$ cat config.mk
export PLATFORM = sky130hd
export DESIGN_NAME = stereo_biquad_first_order_cascade_flat
export DESIGN_NICKNAME = d
export VERILOG_FILES = /design/src/rtl/sbq_pkg.sv /design/src/rtl/sbq_in_if.sv /design/src/rtl/sbq_out_if.sv /design/src/rtl/sbq_cfg_if.sv /design/src/rtl/stereo_biquad_first_order_cascade.sv /design/src/rtl/sbq_mac.sv /design/src/flat_wrapper.sv
export SDC_FILE = /design/constraint.sdc
export NUM_CORES = 2
export LEC_CHECK = 0
export CAP_MARGIN = 10
export CORE_MARGIN = 10
export CORE_UTILIZATION = 40
export DETAILED_ROUTE_END_ITERATION = 10
export DONT_BUFFER_PORTS = 1
export PLACE_DENSITY_LB_ADDON = 0.05
export SLEW_MARGIN = 10
export SYNTH_ARGS = -nofsm -noshare
export SYNTH_HDL_FRONTEND = slang
export SYNTH_SLANG_ARGS = --single-unit
$ cat constraint.sdc
create_clock -name clk -period 12.85 [get_ports clk]
set_input_delay 1.285 -clock clk [delete_from_list [all_inputs] [get_ports clk]]
set_output_delay 1.285 -clock clk [all_outputs]
set_load 0.03 [all_outputs]
$ cat src/rtl/sbq_pkg.sv
// ----------------------------------------------------------------------------
// sbq_pkg
// widths, register indexes and the control program of the filter sequencer
// ----------------------------------------------------------------------------
package sbq_pkg;

	localparam int CHANNELS       = 2;
	localparam int CH_W           = (CHANNELS > 1) ? $clog2(CHANNELS) : 1;
	localparam int CH_LEFT        = 0;
	localparam int CH_RIGHT       = 1;
	localparam int SAMPLE_WIDTH   = 24;
	localparam int COEF_FRAC_BITS = 28;
	localparam int COEF_WIDTH     = 32;
	localparam int DATA_WIDTH     = 32;
	localparam int PROD_WIDTH     = COEF_WIDTH + DATA_WIDTH;
	localparam int ACC_WIDTH      = PROD_WIDTH + 2;
	localparam int NUM_REGS       = 8;
	localparam int REG_IDX_W      = 3;
	localparam int PC_W           = 4;

	localparam logic [ACC_WIDTH-1:0] RND_HALF = ACC_WIDTH'(1) << (COEF_FRAC_BITS - 1);

	localparam logic [REG_IDX_W-1:0] REG_BQ_B0 = 3'd0;
	localparam logic [REG_IDX_W-1:0] REG_BQ_B1 = 3'd1;
	localparam logic [REG_IDX_W-1:0] REG_BQ_B2 = 3'd2;
	localparam logic [REG_IDX_W-1:0] REG_BQ_A1 = 3'd3;
	localparam logic [REG_IDX_W-1:0] REG_BQ_A2 = 3'd4;
	localparam logic [REG_IDX_W-1:0] REG_SC_B0 = 3'd5;
	localparam logic [REG_IDX_W-1:0] REG_SC_B1 = 3'd6;
	localparam logic [REG_IDX_W-1:0] REG_SC_A1 = 3'd7;

	localparam logic [COEF_WIDTH-1:0] COEF_ONE  = COEF_WIDTH'(1) << COEF_FRAC_BITS;
	localparam logic [COEF_WIDTH-1:0] COEF_ZERO = '0;

	typedef enum logic [2:0] {
		OPND_X    = 3'd0,
		OPND_XD1  = 3'd1,
		OPND_XD2  = 3'd2,
		OPND_YD1  = 3'd3,
		OPND_YD2  = 3'd4,
		OPND_Y    = 3'd5,
		OPND_SIN  = 3'd6,
		OPND_SOUT = 3'd7
	} opnd_t;

	typedef struct packed {
		logic mac;
		logic clr;
		logic sub;
	} mac_ctl_t;

	typedef struct packed {
		logic                 mac;
		logic                 clr;
		logic                 sub;
		logic [REG_IDX_W-1:0] coef;
		opnd_t                opnd;
		logic                 fin_y;
		logic                 fin_z;
		logic                 jmp;
		logic [PC_W-1:0]      tgt;
	} ucode_t;

	localparam logic [PC_W-1:0] PC_START = '0;

	function automatic ucode_t uc_word(input logic mac, input logic clr, input logic sub,
			input logic [REG_IDX_W-1:0] coef, input opnd_t opnd, input logic fin_y,
			input logic fin_z, input logic jmp);
		ucode_t w;
		w.mac   = mac;
		w.clr   = clr;
		w.sub   = sub;
		w.coef  = coef;
		w.opnd  = opnd;
		w.fin_y = fin_y;
		w.fin_z = fin_z;
		w.jmp   = jmp;
		w.tgt   = PC_START;
		return w;
	endfunction

	// one channel per pass; the last step loops back for the next channel
	function automatic ucode_t ucode_rom(input logic [PC_W-1:0] pc);
		ucode_t w;
		case (pc)
			4'd0:    w = uc_word(1'b1, 1'b1, 1'b0, REG_BQ_B0, OPND_X,    1'b0, 1'b0, 1'b0);
			4'd1:    w = uc_word(1'b1, 1'b0, 1'b0, REG_BQ_B1, OPND_XD1,  1'b0, 1'b0, 1'b0);
			4'd2:    w = uc_word(1'b1, 1'b0, 1'b0, REG_BQ_B2, OPND_XD2,  1'b0, 1'b0, 1'b0);
			4'd3:    w = uc_word(1'b1, 1'b0, 1'b1, REG_BQ_A1, OPND_YD1,  1'b0, 1'b0, 1'b0);
			4'd4:    w = uc_word(1'b1, 1'b0, 1'b1, REG_BQ_A2, OPND_YD2,  1'b0, 1'b0, 1'b0);
			4'd5:    w = uc_word(1'b0, 1'b0, 1'b0, REG_BQ_B0, OPND_X,    1'b0, 1'b0, 1'b0);
			4'd6:    w = uc_word(1'b0, 1'b0, 1'b0, REG_BQ_B0, OPND_X,    1'b1, 1'b0, 1'b0);
			4'd7:    w = uc_word(1'b1, 1'b1, 1'b0, REG_SC_B0, OPND_Y,    1'b0, 1'b0, 1'b0);
			4'd8:    w = uc_word(1'b1, 1'b0, 1'b0, REG_SC_B1, OPND_SIN,  1'b0, 1'b0, 1'b0);
			4'd9:    w = uc_word(1'b1, 1'b0, 1'b1, REG_SC_A1, OPND_SOUT, 1'b0, 1'b0, 1'b0);
			4'd10:   w = uc_word(1'b0, 1'b0, 1'b0, REG_BQ_B0, OPND_X,    1'b0, 1'b0, 1'b0);
			4'd11:   w = uc_word(1'b0, 1'b0, 1'b0, REG_BQ_B0, OPND_X,    1'b0, 1'b1, 1'b1);
			default: w = uc_word(1'b0, 1'b0, 1'b0, REG_BQ_B0, OPND_X,    1'b0, 1'b0, 1'b1);
		endcase
		return w;
	endfunction

endpackage

$ cat src/rtl/sbq_in_if.sv
// ----------------------------------------------------------------------------
// sbq_in_if
// input sample pair channel, valid/ready
// ----------------------------------------------------------------------------
interface sbq_in_if;
	logic                                      valid;
	logic                                      ready;
	logic signed [sbq_pkg::SAMPLE_WIDTH-1:0]   left_in;
	logic signed [sbq_pkg::SAMPLE_WIDTH-1:0]   right_in;

	modport source (output valid, output left_in, output right_in, input ready);
	modport sink   (input valid, input left_in, input right_in, output ready);
endinterface

$ cat src/rtl/sbq_out_if.sv
// ----------------------------------------------------------------------------
// sbq_out_if
// filtered sample pair channel, valid/ready
// ----------------------------------------------------------------------------
interface sbq_out_if;
	logic                                      valid;
	logic                                      ready;
	logic signed [sbq_pkg::SAMPLE_WIDTH-1:0]   left_out;
	logic signed [sbq_pkg::SAMPLE_WIDTH-1:0]   right_out;

	modport source (output valid, output left_out, output right_out, input ready);
	modport sink   (input valid, input left_out, input right_out, output ready);
endinterface

$ cat src/rtl/sbq_cfg_if.sv
// ----------------------------------------------------------------------------
// sbq_cfg_if
// coefficient register write channel, valid/ready
// ----------------------------------------------------------------------------
interface sbq_cfg_if;
	logic                                   valid;
	logic                                   ready;
	logic [sbq_pkg::REG_IDX_W-1:0]          index;
	logic [sbq_pkg::COEF_WIDTH-1:0]         data;

	modport source (output valid, output index, output data, input ready);
	modport sink   (input valid, input index, input data, output ready);
endinterface

$ cat src/rtl/stereo_biquad_first_order_cascade.sv
// ----------------------------------------------------------------------------
// stereo_biquad_first_order_cascade
// stereo direct-form-I biquad followed by a first-order section, fixed point
// ----------------------------------------------------------------------------
// usage:
//   samples: one left/right word per handshake, taken only while the block
//     is idle; ready drops for the whole filtering run
//   results: one filtered word per sample word, held in an output register
//     until the receiver takes it
//   cfg: coefficient writes, always ready; write only while the block is idle
// timing:
//   a 12-step control program runs once per channel on one shared
//   multiplier and accumulator, so an item takes 24 run cycles plus one
//   cycle to hand off and one idle cycle to accept: 26 cycles per word
//   results.valid rises 25 edges after the sample word is taken
//   each pass is eight products plus four steps waiting on the mac pipeline
//   a stalled receiver holds the output register; the next sample word is
//   taken and filtered meanwhile, and waits at hand-off until it drains
// reset:
//   filter history clears to zero, coefficients go to pass-through
//   (b0 = 1.0, others 0), the output register empties
// ----------------------------------------------------------------------------
module stereo_biquad_first_order_cascade (
	input  logic       clk,
	input  logic       arst_n,
	sbq_in_if.sink     samples,
	sbq_out_if.source  results,
	sbq_cfg_if.sink    cfg
);

	localparam int SW = sbq_pkg::SAMPLE_WIDTH;
	localparam int DW = sbq_pkg::DATA_WIDTH;

	typedef enum logic [2:0] {
		ST_IDLE = 3'b001,
		ST_RUN  = 3'b010,
		ST_DONE = 3'b100
	} state_t;

	state_t                                   state_q;
	logic [sbq_pkg::PC_W-1:0]                 pc_q;
	logic [sbq_pkg::CH_W-1:0]                 ch_q;
	logic                                     out_valid_q;

	logic signed [sbq_pkg::COEF_WIDTH-1:0]    coef_q [sbq_pkg::NUM_REGS];
	logic signed [SW-1:0]                     x_q    [sbq_pkg::CHANNELS];
	logic signed [SW-1:0]                     bxd1_q [sbq_pkg::CHANNELS];
	logic signed [SW-1:0]                     bxd2_q [sbq_pkg::CHANNELS];
	logic signed [DW-1:0]                     byd1_q [sbq_pkg::CHANNELS];
	logic signed [DW-1:0]                     byd2_q [sbq_pkg::CHANNELS];
	logic signed [DW-1:0]                     sin_q  [sbq_pkg::CHANNELS];
	logic signed [DW-1:0]                     sout_q [sbq_pkg::CHANNELS];
	logic signed [DW-1:0]                     y_q;
	logic signed [SW-1:0]                     res_q  [sbq_pkg::CHANNELS];
	logic signed [SW-1:0]                     out_q  [sbq_pkg::CHANNELS];

	sbq_pkg::ucode_t                          uw;
	sbq_pkg::mac_ctl_t                        mac_ctl;
	logic signed [DW-1:0]                     opnd;
	logic signed [DW-1:0]                     mac_res;
	logic                                     run;
	logic                                     in_take;
	logic                                     out_load;
	logic                                     last_ch;

	function automatic logic signed [SW-1:0] sat_sample(input logic signed [DW-1:0] v);
		logic [DW-SW:0] hi;
		hi = v[DW-1:SW-1];
		if (&hi || ~|hi) begin
			return v[SW-1:0];
		end else if (v[DW-1]) begin
			return {1'b1, {(SW-1){1'b0}}};
		end else begin
			return {1'b0, {(SW-1){1'b1}}};
		end
	endfunction

	assign run      = (state_q == ST_RUN);
	assign in_take  = samples.valid && samples.ready;
	assign out_load = (state_q == ST_DONE) && (!out_valid_q || results.ready);
	assign last_ch  = (ch_q == sbq_pkg::CH_W'(sbq_pkg::CHANNELS - 1));
	assign uw       = sbq_pkg::ucode_rom(pc_q);

	assign samples.ready     = (state_q == ST_IDLE);
	assign cfg.ready         = 1'b1;
	assign results.valid     = out_valid_q;
	assign results.left_out  = out_q[sbq_pkg::CH_LEFT];
	assign results.right_out = out_q[sbq_pkg::CH_RIGHT];

	// operand select and mac control
	always_comb begin
		case (uw.opnd)
			sbq_pkg::OPND_X:    opnd = DW'(x_q[ch_q]);
			sbq_pkg::OPND_XD1:  opnd = DW'(bxd1_q[ch_q]);
			sbq_pkg::OPND_XD2:  opnd = DW'(bxd2_q[ch_q]);
			sbq_pkg::OPND_YD1:  opnd = byd1_q[ch_q];
			sbq_pkg::OPND_YD2:  opnd = byd2_q[ch_q];
			sbq_pkg::OPND_Y:    opnd = y_q;
			sbq_pkg::OPND_SIN:  opnd = sin_q[ch_q];
			sbq_pkg::OPND_SOUT: opnd = sout_q[ch_q];
			default:            opnd = '0;
		endcase
		mac_ctl.mac = run && uw.mac;
		mac_ctl.clr = uw.clr;
		mac_ctl.sub = uw.sub;
	end

	sbq_mac u_mac (
		.clk    (clk),
		.arst_n (arst_n),
		.ctl    (mac_ctl),
		.coef   (coef_q[uw.coef]),
		.opnd   (opnd),
		.result (mac_res)
	);

	// sequencer
	always_ff @(posedge clk or negedge arst_n) begin
		if (!arst_n) begin
			state_q     <= ST_IDLE;
			pc_q        <= sbq_pkg::PC_START;
			ch_q        <= '0;
			out_valid_q <= 1'b0;
		end else begin
			if (out_load) begin
				out_valid_q <= 1'b1;
			end else if (results.ready) begin
				out_valid_q <= 1'b0;
			end
			case (state_q)
				ST_IDLE: begin
					if (in_take) begin
						pc_q    <= sbq_pkg::PC_START;
						ch_q    <= '0;
						state_q <= ST_RUN;
					end
				end
				ST_RUN: begin
					if (uw.jmp) begin
						if (last_ch) begin
							state_q <= ST_DONE;
						end else begin
							ch_q <= ch_q + 1'b1;
							pc_q <= uw.tgt;
						end
					end else begin
						pc_q <= pc_q + 1'b1;
					end
				end
				ST_DONE: begin
					if (out_load) begin
						state_q <= ST_IDLE;
					end
				end
				default: begin
					state_q <= ST_IDLE;
				end
			endcase
		end
	end

	// coefficients and filter history
	always_ff @(posedge clk or negedge arst_n) begin
		if (!arst_n) begin
			for (int r = 0; r < sbq_pkg::NUM_REGS; r++) begin
				coef_q[r] <= (r == sbq_pkg::REG_BQ_B0 || r == sbq_pkg::REG_SC_B0) ?
					sbq_pkg::COEF_ONE : sbq_pkg::COEF_ZERO;
			end
			for (int c = 0; c < sbq_pkg::CHANNELS; c++) begin
				bxd1_q[c] <= '0;
				bxd2_q[c] <= '0;
				byd1_q[c] <= '0;
				byd2_q[c] <= '0;
				sin_q[c]  <= '0;
				sout_q[c] <= '0;
			end
		end else begin
			if (cfg.valid) begin
				coef_q[cfg.index] <= cfg.data;
			end
			if (run && uw.fin_y) begin
				bxd2_q[ch_q] <= bxd1_q[ch_q];
				bxd1_q[ch_q] <= x_q[ch_q];
				byd2_q[ch_q] <= byd1_q[ch_q];
				byd1_q[ch_q] <= mac_res;
			end
			if (run && uw.fin_z) begin
				sin_q[ch_q]  <= y_q;
				sout_q[ch_q] <= mac_res;
			end
		end
	end

	// sample and result words
	always_ff @(posedge clk) begin
		if (in_take) begin
			x_q[sbq_pkg::CH_LEFT]  <= samples.left_in;
			x_q[sbq_pkg::CH_RIGHT] <= samples.right_in;
		end
		if (run && uw.fin_y) begin
			y_q <= mac_res;
		end
		if (run && uw.fin_z) begin
			res_q[ch_q] <= sat_sample(mac_res);
		end
		if (out_load) begin
			out_q <= res_q;
		end
	end

endmodule

$ cat src/rtl/sbq_mac.sv
// ----------------------------------------------------------------------------
// sbq_mac
// shared multiply-accumulate unit with round-half-up and 32-bit saturation
// ----------------------------------------------------------------------------
module sbq_mac (
	input  logic                                    clk,
	input  logic                                    arst_n,
	input  sbq_pkg::mac_ctl_t                       ctl,
	input  logic signed [sbq_pkg::COEF_WIDTH-1:0]   coef,
	input  logic signed [sbq_pkg::DATA_WIDTH-1:0]   opnd,
	output logic signed [sbq_pkg::DATA_WIDTH-1:0]   result
);

	localparam int SH_W = sbq_pkg::ACC_WIDTH - sbq_pkg::COEF_FRAC_BITS;

	sbq_pkg::mac_ctl_t                              ctl_s1;
	logic signed [sbq_pkg::PROD_WIDTH-1:0]          prod_s1;
	logic signed [sbq_pkg::ACC_WIDTH-1:0]           acc_q;
	logic signed [sbq_pkg::ACC_WIDTH-1:0]           prod_ext;
	logic signed [sbq_pkg::ACC_WIDTH-1:0]           acc_base;
	logic signed [sbq_pkg::ACC_WIDTH-1:0]           acc_rnd;
	logic signed [SH_W-1:0]                         acc_sh;
	logic [SH_W-sbq_pkg::DATA_WIDTH:0]              acc_hi;

	always_ff @(posedge clk or negedge arst_n) begin
		if (!arst_n) begin
			ctl_s1 <= '0;
		end else begin
			ctl_s1 <= ctl;
		end
	end

	always_ff @(posedge clk) begin
		prod_s1 <= coef * opnd;
	end

	always_comb begin
		prod_ext = sbq_pkg::ACC_WIDTH'(prod_s1);
		acc_base = ctl_s1.clr ? '0 : acc_q;
	end

	always_ff @(posedge clk) begin
		if (ctl_s1.mac) begin
			acc_q <= ctl_s1.sub ? (acc_base - prod_ext) : (acc_base + prod_ext);
		end
	end

	// round half up, drop fraction, clamp
	always_comb begin
		acc_rnd = acc_q + signed'(sbq_pkg::RND_HALF);
		acc_sh  = acc_rnd[sbq_pkg::ACC_WIDTH-1:sbq_pkg::COEF_FRAC_BITS];
		acc_hi  = acc_sh[SH_W-1:sbq_pkg::DATA_WIDTH-1];
		if (&acc_hi || ~|acc_hi) begin
			result = acc_sh[sbq_pkg::DATA_WIDTH-1:0];
		end else if (acc_sh[SH_W-1]) begin
			result = {1'b1, {(sbq_pkg::DATA_WIDTH-1){1'b0}}};
		end else begin
			result = {1'b0, {(sbq_pkg::DATA_WIDTH-1){1'b1}}};
		end
	end

endmodule

$ cat src/flat_wrapper.sv
// flat-port wrapper written by rule: the top's interface ports become plain ports
module stereo_biquad_first_order_cascade_flat 
  (clk, arst_n, samples_valid, samples_left_in, samples_right_in, samples_ready, results_valid, results_left_out, results_right_out, results_ready, cfg_valid, cfg_index, cfg_data, cfg_ready);
  sbq_in_if samples_i ();
  sbq_out_if results_i ();
  sbq_cfg_if cfg_i ();
  input  logic clk;
  input  logic arst_n;
  input wire logic [$bits(samples_i.valid)-1:0] samples_valid;
  input wire logic [$bits(samples_i.left_in)-1:0] samples_left_in;
  input wire logic [$bits(samples_i.right_in)-1:0] samples_right_in;
  output wire logic [$bits(samples_i.ready)-1:0] samples_ready;
  output wire logic [$bits(results_i.valid)-1:0] results_valid;
  output wire logic [$bits(results_i.left_out)-1:0] results_left_out;
  output wire logic [$bits(results_i.right_out)-1:0] results_right_out;
  input wire logic [$bits(results_i.ready)-1:0] results_ready;
  input wire logic [$bits(cfg_i.valid)-1:0] cfg_valid;
  input wire logic [$bits(cfg_i.index)-1:0] cfg_index;
  input wire logic [$bits(cfg_i.data)-1:0] cfg_data;
  output wire logic [$bits(cfg_i.ready)-1:0] cfg_ready;
  assign samples_i.valid = samples_valid;
  assign samples_i.left_in = samples_left_in;
  assign samples_i.right_in = samples_right_in;
  assign samples_ready = samples_i.ready;
  assign results_valid = results_i.valid;
  assign results_left_out = results_i.left_out;
  assign results_right_out = results_i.right_out;
  assign results_i.ready = results_ready;
  assign cfg_i.valid = cfg_valid;
  assign cfg_i.index = cfg_index;
  assign cfg_i.data = cfg_data;
  assign cfg_ready = cfg_i.ready;
  stereo_biquad_first_order_cascade u_core (.clk(clk), .arst_n(arst_n), .samples(samples_i), .results(results_i), .cfg(cfg_i));
endmodule
==> metrics.md <==
| Metric | Value |
|---|---|
| Outcome | `complete, no violations` |
| RePlAce Congestion | `between 0.9 and 1` |
| DP HPWL | `208,400 µm` |
| CTS H-Tree Depth | `3` |
| Die X-Extent | `465.8 µm` |
| Synth warn | `0` |
| Placed cell count | `roughly 10,000` |
| Grt peak-use layer | `met2` |
| Share of post-route cells with drive strength above 1 | `12.16%` |
| Combinational family with the most area after synthesis | `adder cells` |
| Minimum clock period | `12.00 ns` |
| Share of flip-flops with an asynchronous set or reset | `66.95%` |
| # resized after CTS | `0` |
| Height of the die | `465.8 µm` |
| Highest-delay cell along the critical path | `sky130_fd_sc_hd__dfrtp_1` |
| Total placed instance area | `between 80,000 and 90,000 µm²` |
| Startpoint type of the worst setup path | `flop` |
| Final-report hold violation count | `0` |
| Violation count after the first detailed-routing iteration | `4,643` |
| Number of buffers on the longest clock path | `3` |
| Largest net degree at the start of global routing | `621` |
| Number of core rows | `163` |
| TritonCTS buffer count | `~110` |
| Commonest register cell after synthesis | `sky130_fd_sc_hd__dfrtp_1` |
| Worst slew margin relative to its limit | `10.67%` |
| Critical path data required time | `13.51 ns` |
| Biggest area contributors in the synthesized netlist | `sky130_fd_sc_hd__fa_1 27%, sky130_fd_sc_hd__dfrtp_1 19%, sky130_fd_sc_hd__edfxtp_1 9.1%` |
| Transition at the pin with the smallest max-transition slack | `approximately 1.3 ns` |
| Setup repair after global routing missed its margin | `false` |
| Final design utilization | `43.94%` |
| Clk_lat worst skew | `0.78 ns` |
| Count of nets after finishing | `9,069` |
| Tightest Hold Check Type | `reg -> reg` |
| Synthesized instance count | `7,755` |
| Adder-Cell Fraction of Synth Area | `a little under a third` |
| Area overhead of the layout relative to synthesis | `9.116%` |
| Synth Register Bits | `926` |
| Largest stage delay, worst path | `a little under 0.9 ns` |
| Largest fanout of any net on the critical path | `19` |
| Synthesized-area fraction occupied by and/or/nand/nor cells | `13.15%` |
| Cell class contributing the biggest share of worst-path delay | `adder cells` |
| Most numerous cell types in the synthesized netlist | `1,213 x sky130_fd_sc_hd__nand2_1, 1,083 x sky130_fd_sc_hd__fa_1, 1,033 x sky130_fd_sc_hd__inv_1` |
| Met3 usage in global routing | `4.421%` |
| Floorplan die area | `217,000 µm²` |
| Number of flops mapped to enable cells by yosys | `between 200 and 250` |
| Crit-path most repeated cell | `sky130_fd_sc_hd__fa_1` |
| Final cell count without fillers | `10,380` |
| Post-Synth XOR/XNOR Area | `about 2.5%` |
| Number of placed I/O pins | `between 100 and 150` |
| Placeable core region | `197,400 µm²` |
| Top-count cell post-synth | `sky130_fd_sc_hd__nand2_1` |
| Endpoint type of the worst setup path | `flop` |
| Total congestion overflow after global routing | `0` |
| DRC violations left | `0` |
| TritonCTS clock tree | `yes` |
| Number of routed nets with antenna violations | `0` |
| Initial antenna violation count | `7` |
| Multiplexer share of the synthesized area | `~9%` |
| Final total negative setup slack | `0 ns` |
| Met1 global-route usage | `34.66%` |
| Worst Setup Path Type | `reg -> reg` |
| Top cell type by total area after synthesis | `sky130_fd_sc_hd__fa_1` |
| Combined area of all synthesized cells | `79,490 µm²` |
| Number of global-route vias before repair | `59,880` |
| IO buf count | `0` |
| Root buffer cell | `sky130_fd_sc_hd__clkbuf_16` |
| Postcts setup bufs | `0` |
| Number of vias after detailed routing | `56,320` |
| Top cell type's share of synthesized area | `27.27%` |
| Total track usage | `25.57%` |
| Met2 track utilization from global routing | `41.70%` |
| Final-report setup violation count | `0` |
| Layout Skew | `0.07958 ns` |
| Max cap viols | `0` |
| Number of nets in the synthesized netlist | `between 9,000 and 10,000` |
| Synth Area in Compound Gates | `6.815%` |
| Critical Path AT | `between 10 and 15 ns` |
| First-pass GRT wire length | `413,500 µm` |
| Number of filler instances in the final layout | `19,180` |
| Crit path buffers/inverters | `5` |
| Average vias per placed instance | `5.428` |
| Number of unique standard cell types used by synthesis | `between 100 and 150` |
| Max Fclk | `0.08331 GHz` |
| Post-Synthesis Mean Instance Area | `around 10 µm²` |
| Cell area after layout | `86,740 µm²` |
| Hold-fix buffer count after cts | `0` |
| Fraction of the cycle the final worst path needs | `93.41%` |
| Clk sinks | `926` |
| CTS clock-pin slew for the worst setup and hold paths | `about 0.060 ns` |
| Total wire length after detailed routing | `276,900 µm` |
| Initial Util | `about two fifths` |
| Slew Viols, Final | `0` |
| 1st-pass router iterations | `5` |
| Mean routed wirelength per cell | `26.69 µm` |
| Share of synthesized area occupied by flip-flops and latches | `30.28%` |
-- final timing paths --
| path | from | end | slack [ns] | cells after the start |
|---|---|---|---|---|
| setup / recovery | u_core.pc_q[3] | u_core.u_mac.prod_s1[61] | 0.85 | 32 |
| hold / removal | u_core.res_q[40] | u_core.results.left_out[16] | 0.42 | 0 |
| setup reg to reg | u_core.pc_q[3] | u_core.u_mac.prod_s1[61] | 0.85 | 32 |
| hold reg to reg | u_core.res_q[40] | u_core.results.left_out[16] | 0.42 | 0 |
| max in group asynchronous | arst_n | u_core.u_mac.ctl_s1[0] | 9.58 | 3 |
| min in group asynchronous | arst_n | u_core.coef_q[218] | 0.65 | 1 |
-- metal layers --
metal,vias to the layer above,wire (µm)
li1,24640,-
met4,4,10380
met1,29610,120800
met5,-,29
met3,419,16440
met2,1646,129300
-- sequential cells by signal, summed over array words and instances, names as in the netlist, 24 cells and up --
signal / count
u_core.bxd1_q: 48
u_core.bxd2_q: 48
u_core.byd1_q: 64
u_core.byd2_q: 64
u_core.coef_q: 256
u_core.res_q: 48
u_core.results.left_out: 24
u_core.results.right_out: 24
u_core.sin_q: 64
u_core.sout_q: 64
u_core.u_mac.acc_q: 66
u_core.u_mac.prod_s1: 64
u_core.x_q: 48
u_core.y_q: 32
-- logic make-up after synthesis --
family                     after synthesis
adders and majority gates             1340
AOI/OAI and AO/OA                      831
muxes                                  569
buffers and inverters                 1441
other                                    1
xor gates and xnor gates               224
DFF                                    926
and+or+nand+nor                       2423
-- layout by cell type (no fill, tap or decap), types with 12 or more instances in the layout --
cell	count
sky130_fd_sc_hd__nor2_1	664
sky130_fd_sc_hd__and2_1	75
sky130_fd_sc_hd__o31ai_1	12
sky130_fd_sc_hd__o21a_1	24
sky130_fd_sc_hd__or3_1	28
sky130_fd_sc_hd__nand4_1	32
sky130_fd_sc_hd__a221oi_1	18
sky130_fd_sc_hd__a21oi_1	230
sky130_fd_sc_hd__dfrtp_1	613
sky130_fd_sc_hd__mux2_2	392
sky130_fd_sc_hd__dfxtp_1	64
sky130_fd_sc_hd__a22o_1	21
sky130_fd_sc_hd__nor3_1	58
sky130_fd_sc_hd__nand3_1	45
sky130_fd_sc_hd__clkbuf_8	12
sky130_fd_sc_hd__xnor2_1	154
sky130_fd_sc_hd__mux2i_1	98
sky130_fd_sc_hd__a31oi_1	15
sky130_fd_sc_hd__ha_1	257
sky130_fd_sc_hd__nand2_1	1201
sky130_fd_sc_hd__a211oi_1	20
sky130_fd_sc_hd__mux4_2	77
sky130_fd_sc_hd__clkinv_2	16
sky130_fd_sc_hd__o21ai_0	178
sky130_fd_sc_hd__nor2b_1	91
sky130_fd_sc_hd__o22ai_1	30
sky130_fd_sc_hd__fa_1	1083
sky130_fd_sc_hd__and3_1	23
sky130_fd_sc_hd__nand2_2	13
sky130_fd_sc_hd__a21o_1	82
sky130_fd_sc_hd__clkbuf_1	25
sky130_fd_sc_hd__a22oi_1	22
sky130_fd_sc_hd__buf_4	180
sky130_fd_sc_hd__nand2b_1	96
sky130_fd_sc_hd__o21bai_1	24
sky130_fd_sc_hd__inv_1	1033
sky130_fd_sc_hd__xor2_1	70
sky130_fd_sc_hd__edfxtp_1	242
sky130_fd_sc_hd__clkbuf_16	109
sky130_fd_sc_hd__nor4_1	15
-- through the flow --
stage               hold slack, ns  worst slack, ns
finish                      0.4180           0.8466
global route                0.4234           0.3525
CTS                         0.1866           0.9248
detailed placement          0.4045           0.8573
global placement            0.4045            1.113
floorplan                   0.4003            3.186
-- layout make-up --
type                            instances  area [µm²]  area share [%]
Multi-Input combinational cell       5388       50320           58.02
Sequential cell                       926       24070           27.75
Clock inverter                         53       718.2          0.8280
Inverter                             1036        3891           4.486
Tap cell                             2640        3303           3.808
Clock buffer                          146        2987           3.443
Timing Repair Buffer                  183        1434           1.653
Antenna cell                            4       10.01         0.01154
Power is not shown: default switching activity piles up to over one toggle a cycle in this logic, so the estimate is an artifact.
